File: src/rtl/fbem_pkg.sv
package fbem_pkg;

  localparam int DEF_MAX_BLOCK    = 4096;
  localparam int DEF_MAX_CHANNELS = 2;

  localparam logic [15:0] RST_LOW_COEF      = 16'd1477;
  localparam logic [15:0] RST_LOWMID_COEF   = 16'd7060;
  localparam logic [15:0] RST_PRESENCE_COEF = 16'd28472;
  localparam logic [1:0]  RST_CHANNEL_COUNT = 2'd2;

  typedef enum logic [1:0] {
    REG_LOW_COEF      = 2'd0,
    REG_LOWMID_COEF   = 2'd1,
    REG_PRESENCE_COEF = 2'd2,
    REG_CHANNEL_COUNT = 2'd3
  } reg_index_t;

  typedef struct packed {
    logic signed [15:0] left_sample;
    logic signed [15:0] right_sample;
    logic               block_end;
  } in_item_t;

  typedef struct packed {
    logic [15:0] low_level;
    logic [15:0] lowmid_level;
    logic [15:0] presence_level;
    logic [15:0] air_level;
  } out_item_t;

  // A finished block handed from the front to the back: four sums and the count.
  typedef struct packed {
    logic [63:0] sum0;
    logic [63:0] sum1;
    logic [63:0] sum2;
    logic [63:0] sum3;
    logic [16:0] count;
  } block_job_t;

  typedef enum logic [1:0] {
    BK_IDLE,
    BK_MUL,
    BK_CMP,
    BK_DONE
  } back_state_t;

endpackage

File: src/rtl/fbem_queue.sv
module fbem_queue (
  input  logic                 clk,
  input  logic                 rst,
  input  logic                 wr_en,
  input  fbem_pkg::block_job_t wr_data,
  output logic                 full,
  input  logic                 rd_en,
  output fbem_pkg::block_job_t rd_data,
  output logic                 rd_valid
);
  import fbem_pkg::*;

  block_job_t mem [2];
  logic       wp, rp;
  logic [1:0] fill;

  assign full     = fill == 2'd2;
  assign rd_valid = fill != 2'd0;
  assign rd_data  = mem[rp];

  always_ff @(posedge clk) begin
    if (wr_en) mem[wp] <= wr_data;
  end

  always_ff @(posedge clk) begin
    if (rst) begin
      wp <= 1'b0; rp <= 1'b0; fill <= '0;
    end else begin
      if (wr_en) wp <= ~wp;
      if (rd_en) rp <= ~rp;
      fill <= fill + 2'(wr_en) - 2'(rd_en);
    end
  end

endmodule

File: config.mk
export PLATFORM = sky130hd
export DESIGN_NAME = fbem_queue
export DESIGN_NICKNAME = d
export VERILOG_FILES = /design/src/rtl/fbem_pkg.sv /design/src/rtl/fbem_queue.sv
export SDC_FILE = /design/constraint.sdc
export NUM_CORES = 1
export LEC_CHECK = 0
export ABC_AREA = 0
export BUFFER_PORTS_ARGS = -buffer_cell sky130_fd_sc_hd__buf_2
export CORE_AREA = 2 2 212 214
export DETAILED_ROUTE_END_ITERATION = 10
export DIE_AREA = 0 0 214 216
export PLACE_DENSITY = 0.7
export SLEW_MARGIN = 20
export SYNTH_ARGS = -nofsm -noshare
export SYNTH_HDL_FRONTEND = slang
export SYNTH_SLANG_ARGS = --single-unit
File: constraint.sdc
create_clock -name clk -period 18.05 [get_ports clk]
set_input_delay 2.7075 -clock clk [delete_from_list [all_inputs] [get_ports clk]]
set_output_delay 2.7075 -clock clk [all_outputs]
set_load 0.03 [all_outputs]
**Word-level counts from Yosys, hierarchy flattened**

Memory sizes are Yosys's and may differ from the RTL's. A register that Yosys moved wholly into a read port is not among the register bits.
Cells that the tools add are included.

- RAM bits: 546
- Flip-flop bits (word level): 4
- Bits of input ports: 277
- Memories kept: 1
- Logic and storage cells: 14

Memories:

| name | words | bits a word | read ports | clocked after Yosys merged registers in | wr ports | line | source |
|---|---|---|---|---|---|---|---|
| mem | 2 | 273 | 1 | 1 | 1 | fbem_queue.sv:13 | `block_job_t mem [2];` |

- Eq/ne operators: 1
- Reduce and logical (&&, ||, !) cells: 1
- Multiplexer cells: 4
- Add/subtract/negate cells: 2
- Bitwise gates (word level): 2

Operators by type and width:

| operator | count |
|---|---|
| $mux W1 | 4 |
| $add A2 B1 Y2 | 1 |
| $eq A2 B2 Y1 const B | 1 |
| $not A1 Y1 | 2 |
| $reduce_bool A2 Y1 | 1 |
| $sub A2 B1 Y2 | 1 |

**Depth between registers and ports, before layout**

- Word-level depth: 3
- Depth in mapped cells: 6

**Least setup slack after synthesis**

Ideal clock, no wire load.

- Kind: input port to flip-flop
- Start point: in wr_en
- End point: mem mem[0][0] (netlist name), enable pin
- Data arrival time: 14.449 ns
- Cell stages on the path: 1
- Library setup time: 0.945 ns
- Path slack: 2.656 ns
- Data required time: 17.105 ns
- Path through: nor2b_1

- Word-level cells in the longest chain between the ends: 2

RTL lines:

| element | line | source |
|---|---|---|
| start, declared | fbem_queue.sv:4 | `input logic wr_en,` |
| $mux W1 | fbem_queue.sv:22 | `if (wr_en) mem[wp] <= wr_data;` |
| $mux W1 (not written as such) | fbem_queue.sv:22 |  |
| end, declared | fbem_queue.sv:13 |  |

Every way passes these cells.

==> run metrics <==
Simple-Gate Fraction of Synth Area 0.00230; Ys Warns 0; Hold Buf Count CTS 0; largest family of logic cells by synthesized area multiplexers; CTS tree yes; Sw Ratio 0.246; status finished clean; largest net degree at the start of global routing 78; DRT antenna net count 0; adder-cell share of the synthesized area 0.00125; Num CTS Buffers 55; Post-Synthesis Cell Area 20100 um2; die area 46200 um2; Least-Margin Pin Slew 1.05 ns; final setup fails 0; via count 10400; Final period util 0.368; chip height 216 um; xor and xnor area share after synthesis 0.00199; placeable core region 43800 um2; RSZ-0062 raised after global routing false; Synth Instances 870; number of synthesized register bits 551; setup slack at placement 11.96 ns; Internal 2280 uW; leading cell type in the layout, fill and taps excluded buf_2; clock sinks 551; Post-Route Skew 0.00887 ns; total of max-cap violations 0; Worst slew margin 0.298; post-synthesis cell type count 13; Worst Path Class, Setup reg2out; PnR worst setup slack 11.40 ns; Comb power frac 0.135; Non-Filler Instances 2111; Placer Congestion 0.871; reg-to-reg slack, setup 14.67 ns; Pins Over Slew Limit 0; initial antenna violation count 20; GRT Overall Usage 0.186; fmax 150 MHz; Layout Nets 1737; 1st-iter DRT viols 755; Pre-antenna DRT Iters 5; Pleak 0.00933 uW; root buffer cell clkbuf_16; mux contribution to synthesized area 0.153; # port buffers 551; CP Data Required Time 15.34 ns; worst-path maximum fanout 71; clock latency on the worst-skew pair 0.58 ns; CP Capture Type output pin; setup_tns 0 ns; CTS resizes 0; # H-tree levels 2; Startpoint Class flip-flop; sequential area share after synthesis 0.821; Post-DP HPWL 30600 um; Total Wirelength 44400 um; Flop pwr share 0.502; mean routed wirelength per cell 21.0 um; row count 77; vias in the first global route 10826; Initial Util 0.458; worst hold path class reg2reg; drt drc 0; final hold viol count 0; CTS max path bufs 3; first-pass GRT wire length 64700 um; dpl cells 1993; clk slew on worst S/H paths 0.06 ns; I/O Pins 552; Vias/cell 4.93; maximum vdd drop 0.0000882 V; Clock Power Share 0.363; Synth Area in Compound Gates 0; Cell Area, Placed 23300 um2; CP arrival 3.94 ns; post-CTS setup buffers 0; Cell Pwr Density 121 nW/um2; fraction of layout cells with a size suffix above 1 0.608; min Tclk post-route 6.65 ns; Power Total 3030 uW; Design Area, Final 25100 um2; Die X 214 um; switching pwr 747 uW; synth-to-layout area growth 24.8%; gr ovfl total 0; Avg Cell Area, Syn 23.1 um2; Syn Nets 1149; commonest non-fill, non-tap cells in the layout 551 x buf_2, 546 x edfxtp_1, 273 x mux2_2
==> path summary, 6_finish.rpt <==
path                            startpoint           to  depth (start not counted)
worst max-delay path             flip-flop  rd_data[33]                          4
worst min-delay path                    rp    flip-flop                          2
worst max register to register          wp   mem[1][69]                          3
worst min register to register          rp    flip-flop                          2
==> power by group through the flow <==
stage / sequential [uW] / combinational [uW] / clock (uW)
final: 1520 / 409 / 1100
after global routing: 1530 / 431 / 1170
after CTS: 1520 / 414 / 1130
after detailed placement: 1550 / 412 / 0
after global placement: 1550 / 408 / 0
after floorplan: 1560 / 291 / 0
==> stage by stage <==
stage,utilization,hold slack (ns)
2_1_floorplan,-,0.480
3_3_place_gp,0.531,0.495
3_5_place_dp,0.531,0.498
4_1_cts,0.571,0.521
5_1_grt,0.572,0.551
6_report,0.572,0.515
==> worst max-delay path, stage by stage, from the launching register on <==
cell	delay, ns
dfxtp_4	0.92
buf_4	0.86
buf_4	0.83
mux2_2	0.42
buf_2	0.18
==> per-layer routing <==
| metal | track usage | up-vias | wire length, um |
|---|---|---|---|
| met5 | 0 | - | 57 |
| met3 | 0.0677 | 91 | 4230 |
| met1 | 0.219 | 5162 | 16700 |
| li1 | - | 4681 | - |
| met4 | 0.0832 | 8 | 1370 |
| met2 | 0.308 | 458 | 22000 |
==> state kept, by name, indices dropped and copies added (netlist names), named ones only <==
register	cells
rp	1
mem	546
fill	2
wp	1
==> area by class of cell <==
cell class	count	area (um2)
Antenna cell	17	42.5
Clock buffer	70	1480
Clock inverter	31	278
Fill cell	3326	18800
Inverter	2	7.51
Multi-Input combinational cell	287	3200
Sequential cell	551	16500
Tap cell	592	741
Timing Repair Buffer	561	2830
==> logic make-up (layout without fill, tap and decap cells) <==
family	after synthesis	count (layout)
xor gates and xnor gates	3	3
DFF	551	551
and+or+nand+nor	9	9
other	0	17
adders and majority gates	2	2
buffers and inverters	32	664
muxes	273	273
==> cell usage after synthesis (all sizes together) <==
cell / count / area [um2]
dfxtp: 5 / 100
and2: 1 / 6.26
xnor2: 2 / 17.5
mux2: 273 / 3070
nor2: 4 / 15.0
xnor3: 1 / 22.5
nor2b: 3 / 18.8
buf: 5 / 56.3
inv: 2 / 7.51
or2: 1 / 6.26
ha: 2 / 25.0
edfxtp: 546 / 16400
clkbuf: 25 / 344
Power figures use the tool's default switching activity.
