<file path="config.mk">
export PLATFORM = sky130hd
export DESIGN_NAME = fbem_back
export DESIGN_NICKNAME = d
export VERILOG_FILES = /design/src/rtl/fbem_pkg.sv /design/src/rtl/fbem_back.sv
export SDC_FILE = /design/constraint.sdc
export NUM_CORES = 2
export LEC_CHECK = 0
export BUFFER_PORTS_ARGS = -buffer_cell sky130_fd_sc_hd__buf_2
export CAP_MARGIN = 20
export CELL_PAD_IN_SITES_DETAIL_PLACEMENT = 1
export CELL_PAD_IN_SITES_GLOBAL_PLACEMENT = 1
export CORE_MARGIN = 4
export CORE_UTILIZATION = 54
export CTS_CLUSTER_DIAMETER = 80
export DETAILED_ROUTE_END_ITERATION = 10
export HOLD_SLACK_MARGIN = 0.1
export PLACE_DENSITY = 0.85
export SYNTH_ARGS = -nofsm -noshare
export SYNTH_HDL_FRONTEND = slang
export SYNTH_SLANG_ARGS = --single-unit
</file>
<file path="constraint.sdc">
create_clock -name clk -period 28.9 [get_ports clk]
set_input_delay 5.78 -clock clk [delete_from_list [all_inputs] [get_ports clk]]
set_output_delay 5.78 -clock clk [all_outputs]
set_load 0.02 [all_outputs]
</file>
<file path="src/rtl/fbem_pkg.sv">
package fbem_pkg;

  localparam int DEF_MAX_BLOCK    = 4096;
  localparam int DEF_MAX_CHANNELS = 2;

  localparam logic [15:0] RST_LOW_COEF      = 16'd1477;
  localparam logic [15:0] RST_LOWMID_COEF   = 16'd7060;
  localparam logic [15:0] RST_PRESENCE_COEF = 16'd28472;
  localparam logic [1:0]  RST_CHANNEL_COUNT = 2'd2;

  typedef enum logic [1:0] {
    REG_LOW_COEF      = 2'd0,
    REG_LOWMID_COEF   = 2'd1,
    REG_PRESENCE_COEF = 2'd2,
    REG_CHANNEL_COUNT = 2'd3
  } reg_index_t;

  typedef struct packed {
    logic signed [15:0] left_sample;
    logic signed [15:0] right_sample;
    logic               block_end;
  } in_item_t;

  typedef struct packed {
    logic [15:0] low_level;
    logic [15:0] lowmid_level;
    logic [15:0] presence_level;
    logic [15:0] air_level;
  } out_item_t;

  // A finished block handed from the front to the back: four sums and the count.
  typedef struct packed {
    logic [63:0] sum0;
    logic [63:0] sum1;
    logic [63:0] sum2;
    logic [63:0] sum3;
    logic [16:0] count;
  } block_job_t;

  typedef enum logic [1:0] {
    BK_IDLE,
    BK_MUL,
    BK_CMP,
    BK_DONE
  } back_state_t;

endpackage

</file>
<file path="src/rtl/fbem_back.sv">
module fbem_back (
  input  logic                 clk,
  input  logic                 rst,
  input  logic                 job_valid,
  input  fbem_pkg::block_job_t job,
  output logic                 job_take,
  output logic                 empty,
  input  logic                 pop,
  output fbem_pkg::out_item_t  result
);
  import fbem_pkg::*;

  back_state_t state, state_next;
  logic [63:0] sums [4];
  logic [16:0] count;
  logic [15:0] y [4];
  logic [15:0] bitm;
  logic [1:0]  band;
  logic [31:0] sqr;
  logic [63:0] prod;
  logic        have;

  // Each root bit of a band takes two states, BK_MUL and BK_CMP: square, then scale and compare.
  // Bands run in turn, from the low band to the air band.
  logic [15:0] t;
  assign t = y[band] | bitm;

  always_comb begin
    state_next = state;
    job_take   = 1'b0;
    unique case (state)
      BK_IDLE: if (job_valid) begin
        job_take = 1'b1;
        state_next = BK_MUL;
      end
      BK_MUL:  state_next = BK_CMP;
      BK_CMP:  if (bitm == 16'd1 && band == 2'd3) state_next = BK_DONE;
               else state_next = BK_MUL;
      BK_DONE: if (!have) state_next = BK_IDLE;
      default: state_next = BK_IDLE;
    endcase
  end

  always_ff @(posedge clk) begin
    if (rst) state <= BK_IDLE;
    else state <= state_next;
  end

  always_ff @(posedge clk) begin
    if (rst) begin
      have <= 1'b0;
    end else if (state == BK_DONE && !have) begin
      have <= 1'b1;
    end else if (pop && have) begin
      have <= 1'b0;
    end
  end

  always_ff @(posedge clk) begin
    unique case (state)
      BK_IDLE: begin
        sums[0] <= job.sum0; sums[1] <= job.sum1;
        sums[2] <= job.sum2; sums[3] <= job.sum3;
        count <= job.count;
        for (int i = 0; i < 4; i++) y[i] <= '0;
        bitm <= 16'h8000;
        band <= '0;
      end
      BK_MUL: sqr <= t * t;
      BK_CMP: begin
        if (prod <= sums[band]) y[band] <= t;
        if (bitm == 16'd1) begin
          bitm <= 16'h8000;
          band <= band + 2'd1;
        end else begin
          bitm <= bitm >> 1;
        end
      end
      BK_DONE: if (!have) begin
        result.low_level      <= y[0];
        result.lowmid_level   <= y[1];
        result.presence_level <= y[2];
        result.air_level      <= y[3];
      end
      default: ;
    endcase
  end

  assign prod  = ({22'd0, sqr, 10'd0}) * {47'd0, count};
  assign empty = !have;

endmodule

</file>
---- Word level (Yosys, flattened, before mapping) ----
Memories as Yosys holds them, arrays and structs flattened. A register that Yosys moved wholly into a read port is not among the register bits.
Index checks and enable logic that the tools add are counted.
operators by class
  multiply operators ...................... 2
  order comparisons ....................... 1
  reductions and logical operators ........ 11
  equal/unequal tests ..................... 8
  muxes and demuxes ....................... 22
  bitwise logic cells ..................... 2
  add/sub/neg operators ................... 1
operators by type and width
  kind                   count
  $le A59 B64 Y1         1
  $mul A32 B17 Y49       1
  $mul A16 B16 Y32       1
  $mux W16               2
  $pmux W16 S2           1
  $eq A16 B1 Y1 const B  1
  $or A16 B16 Y16        1
  $reduce_or A16 Y1      1
  $mux W2                7
  $mux W1                10
  $pmux W2 S4            1
  $eq A2 B2 Y1 const B   3
  $ne A2 B2 Y1 const B   3
  $reduce_and A2 Y1      3
  $pmux W2 S2            1
  $reduce_bool A2 Y1     2
  $logic_and A1 B1 Y1    3
  $add A2 B1 Y2 const B  1
  $eq A2 B1 Y1 const B   1
  $logic_not A2 Y1       1
  $logic_not A1 Y1       1
  $not A1 Y1             1
storage, ports and cells
  register bits ........................... 70
  input bits .............................. 277
  memories kept ........................... 2
  bits in writable memories ............... 320
  output and inout bits ................... 66
memory list
  memory  depth  width  rd ports  clocked after memory_dff  write ports  RTL line         text
  sums    4      64     1         1                         4            fbem_back.sv:14  logic [63:0] sums [4];
  y       4      16     5         5                         4            fbem_back.sv:16  logic [15:0] y [4];

---- Depth between registers and ports, before layout ----
  depth in word-level cells ............... 7
  gate-level depth with buffers ........... 38

---- Worst setup path before layout ----
No wires, ideal clock.
  kind .................................... register to output
  start ................................... register state[1]
  end ..................................... output job_take
  buffers on the path ..................... 1
  slack ................................... 10.156 ns
  required time ........................... 23.120 ns
  stages on the path, launching flop included .. 4
  arrival time ............................ 12.964 ns
  cell sequence ........................... dfxtp_1 clkbuf_1 nor2_1 and2_1
between the ends
  cells in the longest elaborated chain, start to end .. 2
RTL lines
  item                      RTL line         text
  start: declaration        fbem_back.sv:13  back_state_t state, state_next;
  start signal: assignment  fbem_back.sv:46  else state <= state_next;
  $logic_not A2 Y1          fbem_back.sv:31  unique case (state)
  $mux W1                   fbem_back.sv:31
  end: declaration          fbem_back.sv:6   output logic job_take,
No other way between the ends.

---- Worst setup path after layout ----
  start ................................... input job_valid
  end ..................................... output job_take
between the ends
  cells in the longest elaborated chain, start to end .. 2
RTL lines
  item                RTL line         text
  start: declaration  fbem_back.sv:4   input logic job_valid,
  $mux W1             fbem_back.sv:32  BK_IDLE: if (job_valid) begin
  $mux W1             fbem_back.sv:31
No other way between the ends.

==> flow_summary_export.csv <==
group,metric,value,unit
outcome,status,"finished, final reports clean",
final_layout,final_nets,5175,
worst_setup_path,end_kind,"primary output",
die,pin_count,343,
sta,worstMarginPinSlew,1330,ps
worst_setup_path,worst-path-max-fanout,2,
global_routing,antenna_found_initial,26,
worst_setup_path,start_kind,"primary input",
cts,hold_buffers,0,
sta,fin_skew,50.5,ps
global_routing,grt_first_pass_wirelength,217000,um
worst_setup_path,critPathKind,"in2out",
cts,clk_pin_slew,80,ps
route,vias_per_cell,6.18,
logic_synthesis,synth_area_leader_cell,"edfxtp_1",
route,drtIter0Drc,3726,
sta,maxSlewViolCount,0,
cts,cts.sinks,455,
final_layout,multi_input_area,24000,sq um
flow_run,maxCapViolCount,0,
final_layout,final_cell_mix,"inv_1 (856), fa_1 (605), edfxtp_1 (450)",
logic_synthesis,netlist_area,41400,sq um
worst_setup_path,cp_slowest_stage_delay,160,ps
cts,cts_setup_buffers,0,
die,die_area,81100,sq um
final_layout,fill_cells,7997,
die,core,75900,sq um
hold_path,hold_path_class,"reg2reg",
logic_synthesis,synth_edf_count,450,
logic_synthesis,yosysUniqueCellTypes,67,
worst_setup_path,cp_data_required_time,23120,ps
worst_setup_path,worst_path_max_delay_cell,"buf_2",
cts,cts_made_buffers,49,
final_layout,area_growth_syn_to_layout,11.3,%
route,wl_per_cell,30.8,um
sta,rsz0062_at_grt,"false",
route,drt_wl_total,158000,um
sta,setup_viol,0,
global_routing,grt_usage,35.5,%
route,dr.pass1.iters,8,
final_layout,ff_latch_area,13600,sq um
worst_setup_path,crit_top_cell,"buf_2",
final_layout,final_layout_size_suffix_gt1_share,14.0,%
logic_synthesis,synth.avg_cell_area,11.1,sq um
die,rows,101,
sta,max_freq,83.6,MHz
logic_synthesis,synth_cells,3738,
cts,h-tree-depth,2,
global_routing,gr-total-overflow,0,
sta,maxSlewHeadroom,11.7,%
worst_setup_path,cp.arrival,6180,ps
global_routing,grt_max_degree,192,
die,initial_core_util,54.5,%
cts,clk_path_buf_depth,3,
sta,final.min_clock_period,11960,ps
route,drc,0,
worst_setup_path,path_cells,"buf_2 -> and2_1 -> buf_2",
logic_synthesis,async_reset_ff_share,0,%
route,vias,31700,
placed_design,hpwlAfterDp,100000,um
logic_synthesis,yosys.area.top_type_share,32.7,%
die,die_h,285,um
placed_design,port_buffers,342,
sta,period_share,41.4,%
sta,hold_viol_final,0,
final_layout,final_common_cell,"inv_1",
global_routing,grt_pass1_vias,35400,
cts,insertion_delay,670,ps
logic_synthesis,yosys_warnings,0,
logic_synthesis,ys_seq_elements,455,
route,postRouteAntennaNets,0,
logic_synthesis,ys_seq_area_share,32.9,%
placed_design,gp_congestion,0.894,
cts,cts_root_buf,"clkbuf_16",
sta,finalSetupTns,0,ps
cts,cts_tree,"yes",
logic_synthesis,yosys-top-cells-area,"edfxtp_1 (33%), fa_1 (29%), ha_1 (8.1%)",
logic_synthesis,synth_ff_type,"edfxtp_1",
cts,ctsResizeCount,0,
die,die_w,285,um
==> worst paths after layout <==
kind / from / end / slack [ps] / cells after the start
worst max-delay path: job_valid / job_take / 16940 / 3
worst min-delay path: y[1][13] / result[45] / 470 / 0
worst max register to register: sqr[11] / y[2][4] / 17790 / 34
worst min register to register: y[1][13] / result[45] / 470 / 0
==> Yosys cell counts (all sizes together) (3+ instances only) <==
cell type  count
nor2         146
mux4          65
o21a           9
o211ai         6
nand4         22
nand2        433
fa           605
and2         167
o22ai         13
xnor2         54
a221oi         4
a21oi         88
nor4          13
ha           267
nor3          86
a21o          55
clkbuf       140
clkinv         8
a211o          3
a31oi          5
o21bai         9
a211oi        10
xor2          21
nand2b        11
dfxtp          5
buf           20
nor2b         13
nand3         29
and3          20
o21ai         70
inv          856
o31ai          6
edfxtp       450
==> through the flow <==
step | worst slack, ps | instances | cell area [sq um] | util, % | hold WS, ps
finish | 16940 | 5130 | 46100 | 60.6 | 468
global route | 16930 | 5127 | 46000 | 60.6 | 474
CTS | 16940 | 5091 | 45900 | 60.4 | 463
detailed placement | 16930 | 5000 | 44200 | 58.1 | 435
global placement | 16950 | 5000 | 44200 | 58.1 | 425
floorplan | 10160 | 3745 | 41400 | - | 421
==> cells by family after synthesis <==
group                    after synthesis  synth area share, %
other                                  2               0.0182
adder cells (fa/ha/maj)              872                 37.4
AND/OR/NAND/NOR                      951                 10.6
multiplexers                          66                 3.57
flip-flops                           455                 32.9
AO/OA/AOI/OAI                        293                 4.61
XOR/XNOR                              75                 1.59
buffers and inverters               1024                 9.36
==> cell type report <==
cell class	count	area share, %
multi-input combinational	2266	52.0
sequential	455	29.6
inverter	864	7.04
timing repair buffer	390	4.69
tap	1030	2.80
clock buffer	53	2.74
clock inverter	38	0.954
antenna	34	0.185
==> routing by layer <==
layer	track usage, %	share of wire [%]	up-vias
li1	-	-	12400
met1	38.9	31	16000
met2	64.1	50	2319
met3	6.42	8.6	987
met4	21.9	10	2
met5	0	0.0044	-
==> sequential cells by signal, indices dropped and copies added, names as in the netlist, named ones only <==
register / count
sums: 256
result: 64
y: 64
sqr: 31
count: 17
bitm: 16
band: 2
state: 2
have: 1
==> critical path: cells and delay by family <==
| kind | cells | cell delay, ps |
|---|---|---|
| buffers and inverters | 2 | 270 |
| and+or+nand+nor | 1 | 130 |
Power is left out: the tool's default activity adds up to more than one toggle a clock period on the data nets, which glitch-free logic cannot reach.
